### src/rau_pkg.sv
// rau_pkg: widths, operation codes and stage payload types of the rational arithmetic unit.
// Shared by every module under src; depends on nothing.
`default_nettype none
package rau_pkg;

  localparam int unsigned OpW      = 16;                 // operand field width
  localparam int unsigned MagW     = 2 * OpW;            // magnitude of any cross product
  localparam int unsigned ShW      = $clog2(MagW + 1);   // count of common factors of two
  localparam int unsigned GcdSteps = 2 * MagW;           // binary GCD steps to settle
  localparam int unsigned NumW     = 34;
  localparam int unsigned DenW     = 32;

  typedef enum logic [1:0] {
    OP_ADD = 2'd0,
    OP_SUB = 2'd1,
    OP_MUL = 2'd2,
    OP_DIV = 2'd3
  } op_e;

  // Unreduced (or reduced) fraction in sign-magnitude form.
  typedef struct packed {
    logic            st;
    logic            neg;
    logic [MagW-1:0] num;
    logic [MagW-1:0] den;
  } frac_t;

endpackage
`default_nettype wire

### src/rau_front.sv
// rau_front: operand split, cross products and sign-magnitude sum (three stages).
// Depends on rau_pkg.
`default_nettype none
module rau_front (
  input  logic                      clk_i,
  input  logic                      rst_ni,
  input  logic                      en_i,
  input  logic                      valid_i,
  input  logic [1:0]                req_type_i,
  input  logic [rau_pkg::OpW-1:0]   a_num_i,
  input  logic [rau_pkg::OpW-1:0]   a_den_i,
  input  logic [rau_pkg::OpW-1:0]   b_num_i,
  input  logic [rau_pkg::OpW-1:0]   b_den_i,
  output logic                      valid_o,
  output rau_pkg::frac_t            frac_o
);
  import rau_pkg::*;

  // stage A: sign and magnitude
  logic            va_q, vb_q, vc_q;
  op_e             op_a_q;
  logic            an_a_q, bn_a_q, bad_a_q;
  logic [OpW-1:0]  am_a_q, bm_a_q, ad_a_q, bd_a_q;
  logic [OpW-1:0]  am_d, bm_d;
  logic            bad_d;

  assign am_d  = a_num_i[OpW-1] ? (~a_num_i + 1'b1) : a_num_i;
  assign bm_d  = b_num_i[OpW-1] ? (~b_num_i + 1'b1) : b_num_i;
  assign bad_d = (a_den_i == '0) || (b_den_i == '0) ||
                 ((op_e'(req_type_i) == OP_DIV) && (b_num_i == '0));

  always_ff @(posedge clk_i) begin
    if (en_i) begin
      op_a_q  <= op_e'(req_type_i);
      an_a_q  <= a_num_i[OpW-1];
      bn_a_q  <= b_num_i[OpW-1];
      am_a_q  <= am_d;
      bm_a_q  <= bm_d;
      ad_a_q  <= a_den_i;
      bd_a_q  <= b_den_i;
      bad_a_q <= bad_d;
    end
  end

  // stage B: three multipliers
  logic [MagW-1:0] pa_b_q, pb_b_q, pd_b_q;
  logic            an_b_q, sb_b_q, bad_b_q, sum_b_q, xs_b_q;

  always_ff @(posedge clk_i) begin
    if (en_i) begin
      pa_b_q  <= am_a_q * ((op_a_q == OP_MUL) ? bm_a_q : bd_a_q);
      pb_b_q  <= bm_a_q * ad_a_q;
      pd_b_q  <= ad_a_q * ((op_a_q == OP_DIV) ? bm_a_q : bd_a_q);
      an_b_q  <= an_a_q;
      sb_b_q  <= (op_a_q == OP_SUB) ? ~bn_a_q : bn_a_q;
      xs_b_q  <= an_a_q ^ bn_a_q;
      sum_b_q <= (op_a_q == OP_ADD) || (op_a_q == OP_SUB);
      bad_b_q <= bad_a_q;
    end
  end

  // stage C: sign-magnitude add, zero and error cases
  frac_t           frac_q, frac_d;
  logic [MagW-1:0] m_d;
  logic            s_d;

  always_comb begin
    if (!sum_b_q) begin
      m_d = pa_b_q;
      s_d = xs_b_q;
    end else if (an_b_q == sb_b_q) begin
      m_d = pa_b_q + pb_b_q;
      s_d = an_b_q;
    end else if (pa_b_q >= pb_b_q) begin
      m_d = pa_b_q - pb_b_q;
      s_d = an_b_q;
    end else begin
      m_d = pb_b_q - pa_b_q;
      s_d = sb_b_q;
    end
    frac_d.st  = bad_b_q;
    frac_d.neg = s_d;
    frac_d.num = m_d;
    frac_d.den = pd_b_q;
    if (bad_b_q || (m_d == '0)) begin
      frac_d.neg = 1'b0;
      frac_d.num = '0;
      frac_d.den = MagW'(1);
    end
  end

  always_ff @(posedge clk_i) begin
    if (en_i) begin
      frac_q <= frac_d;
    end
  end

  always_ff @(posedge clk_i or negedge rst_ni) begin
    if (!rst_ni) begin
      va_q <= 1'b0;
      vb_q <= 1'b0;
      vc_q <= 1'b0;
    end else if (en_i) begin
      va_q <= valid_i;
      vb_q <= va_q;
      vc_q <= vb_q;
    end
  end

  assign valid_o = vc_q;
  assign frac_o  = frac_q;
endmodule
`default_nettype wire

### config.mk
export PLATFORM = sky130hd
export DESIGN_NAME = rau_front
export DESIGN_NICKNAME = d
export VERILOG_FILES = /design/src/rau_pkg.sv /design/src/rau_front.sv
export SDC_FILE = /design/constraint.sdc
export NUM_CORES = 2
export LEC_CHECK = 0
export ABC_CLOCK_PERIOD_IN_PS = 13800
export BUFFER_PORTS_ARGS = -buffer_cell sky130_fd_sc_hd__buf_2
export CAP_MARGIN = 20
export CORE_MARGIN = 4
export CORE_UTILIZATION = 65
export DETAILED_ROUTE_END_ITERATION = 6
export GPL_TIMING_DRIVEN = 0
export PLACE_DENSITY = 0.83
export SYNTH_ARGS = -nofsm -noshare
export SYNTH_HDL_FRONTEND = slang
export SYNTH_SLANG_ARGS = --single-unit
### constraint.sdc
create_clock -name clk_i -period 13.8 [get_ports clk_i]
set_clock_uncertainty 0.15 [all_clocks]
set_input_delay 0.69 -clock clk_i [delete_from_list [all_inputs] [get_ports clk_i]]
set_output_delay 0.69 -clock clk_i [all_outputs]
set_load 0.005 [all_outputs]
==> results.txt <==
IO Pins: 137
Rows: 89
Vias/cell: 6.03
Clock Tree Root: clkbuf_16
Critical Path RT: 14020 ps
Syn Nets: 5214
max-slew violation count: 0
grt ovf: 0
I/O Buffers: 136
register bit total from synthesis: 239
Vias: 30900
Post-synth EDFFs: 236
nets: 5386
Post-Syn Instances: 4151
yosys warns: 0
post-layout instance area: 42100 um^2
global-route wire length before repair: 173 mm
relative slew slack: 29.3%
beginning of the critical path: op_a_q[1]$_DFFE_PP_
placed inst area: 40900 um^2
final setup fails: 0
CTS tree: built
DPL Wire Length: 89.2 mm
Yosys cell types: 93
crit path time final: 10260 ps
Sum Neg Setup Slack: 0 ps
core box area: 59400 um^2
largest net degree at the start of global routing: 127
Syn Area/Cell: 9.44 um^2
Max Cap Viol: 0
# fillers: 4486
Die ar.: 64300 um^2
R2R cell count: 28
Crit path top cell by count: fa_1
uppermost layer routed: met5
met3 WL: 14.6 mm
Setup CP Type: flip-flop to flip-flop
Placer Congestion: 1.04
layout cells sized above 1: 7.04%
CP max stage delay: 840 ps
Fmax achieved: 97.5 MHz
drt total wl: 111 mm
DRT Pass-1 Iters: 6
CTS Buffer Depth: 3
Setup crit end: pd_b_q[31]$_DFFE_PP_
TritonCTS Buffers: 29
crit-path max FO: 10
Reg area: 7160 um^2
H-Tree Depth: 1
GR Util All Layers: 34.8%
fin worst setup slack: 3540 ps
Worst setup SP type: flip-flop
Post-CTS Setup Inserts: 0
DRT iter0 DRCs: 3207
Period Utilization, post-route: 74.3%
Die W: 254 um
Hold Vio Cnt, Final: 0
R2R setup slack: 3540 ps
worst endpoint data arrival time: 10480 ps
outcome: completed
DR WL/cell: 21.7 um
multi-input gate area in the final layout: 28300 um^2
clock sink count: 239
area grow syn2layout: 7.32%
Critical Path Sink Type: flip-flop
Async S/R FF share, synth: 1.26%
worst min-delay path class: input port to flip-flop
register area share after synthesis: 18.3%
highest-delay cell along the critical path: o41ai_1
Setup WS pre-CTS: 3770 ps
Initial Util: 66.0%
met2 routed WL: 48.8 mm
remaining antenna violation count: 0
Skew-Pair Late Insertion Delay: 630 ps
actual slew at the worst max-slew pin: 1060 ps
wl on met1: 42.1 mm
RSZ-0062 raised after global routing: false
antenna cells: 0
Worst R2R Start: op_a_q[1]$_DFFE_PP_
Hold Crit Start: a_den_i[9]
reg2reg end: pd_b_q[31]$_DFFE_PP_
Mapped Area: 39200 um^2
Die Span Y: 254 um
post_cts resized: 0
drt drc: 0
Primary FF master, synth: edfxtp_1
post-layout util: 70.9%
Worst-path clk slew: 80 ps
vias in the first global route: 31400
antenna violations before repair: 4
-- Yosys cell counts, drive strengths merged, types with 9 or more instances --
cell,count,share of area [%]
o41ai,9,0.20
a31oi,22,0.39
nand3,40,0.51
or3,18,0.29
and3,9,0.14
xnor2,109,2.4
o21ai,84,1.1
nand2b,37,0.59
ha,408,13
fa,585,30
nor2b,94,1.5
a21oi,149,1.9
a2111oi,9,0.24
and2,309,5.1
o21bai,27,0.52
a211oi,19,0.38
o31ai,23,0.49
nor2,131,1.3
a21o,51,0.98
nor3,36,0.47
mux2i,19,0.49
buf,29,0.43
clkbuf,150,1.4
mux2,34,0.98
nand2,504,4.8
o211ai,10,0.19
nand4,29,0.46
inv,789,7.6
edfxtp,236,18
o21a,14,0.27
nor4,18,0.32
xor2,28,0.63
-- per-layer routing --
metal | vias up | global-route usage (%)
met3 | 376 | 11.8
met2 | 1848 | 53.9
li1 | 13600 | -
met4 | 6 | 13.6
met1 | 15100 | 45.9
met5 | - | 0
-- logic make-up after synthesis --
family | after synthesis | synth area share (%)
simple gates | 1253 | 16.1
fa+ha+maj | 993 | 42.9
buf+inv | 968 | 9.42
compound gates | 508 | 8.75
flops | 239 | 18.3
xor+xnor | 137 | 3.06
mux | 53 | 1.47
-- state kept, by name, summed over array words and instances (netlist names), 16 cells and up --
register and cells:
bm_a_q 16, pa_b_q 32, bd_a_q 16, pd_b_q 32, frac_o 66, pb_b_q 32
am_a_q 16, ad_a_q 16
-- cell type report --
type | instances | share of cell area, %
clock inverter | 24 | 1.00
sequential | 239 | 17.0
clock buffer | 30 | 1.73
buffer | 179 | 1.74
timing repair buffer | 141 | 1.79
inverter | 789 | 7.04
multi-input combinational | 2944 | 67.4
tap | 773 | 2.30
-- metrics by stage --
step,std cells,hold slack (ps)
2_1_floorplan,4151,244
3_3_place_gp,5060,334
6_report,5119,102
4_1_cts,5116,71.8
5_1_grt,5119,84.3
3_5_place_dp,5061,336
-- what timing repair did --
item                                    4_1_cts  5_1_grt
endpoints found under the hold margin         3        0
endpoints found under the setup margin        0        0
hold buffers                                  1        0
-- critical path: cells and delay by family, from the launching register on --
kind,cells,cell delay [ps]
flip-flops,1,410
AO/OA/AOI/OAI,9,3320
adder cells (fa/ha/maj),7,3440
multiplexers,1,470
AND/OR/NAND/NOR,5,840
buffers and inverters,5,1180
XOR/XNOR,1,150
-- placed cells by master (no fill, tap or decap), types with 33 or more instances in the layout --
cell type / count
a21o_1: 51
a21oi_1: 148
and2_1: 280
buf_2: 152
clkbuf_1: 151
edfxtp_1: 236
fa_1: 585
ha_1: 408
inv_1: 787
mux2_2: 33
nand2_1: 504
nand2b_1: 37
nand3_1: 40
nor2_1: 130
nor2b_1: 94
nor3_1: 35
o21ai_0: 75
xnor2_1: 109
-- how the worst min path moves through the flow --
stage | end | cells after the start
global route | ad_a_q[9]$_DFFE_PP_ | 1
finish | ad_a_q[9]$_DFFE_PP_ | 1
CTS | ad_a_q[9]$_DFFE_PP_ | 1
floorplan | va_q$_DFFE_PN0P_ | 0
global placement | va_q$_DFFE_PN0P_ | 1
detailed placement | va_q$_DFFE_PN0P_ | 1
Power is not shown: default switching activity piles up to over one toggle a cycle in this logic, so the estimate is an artifact.
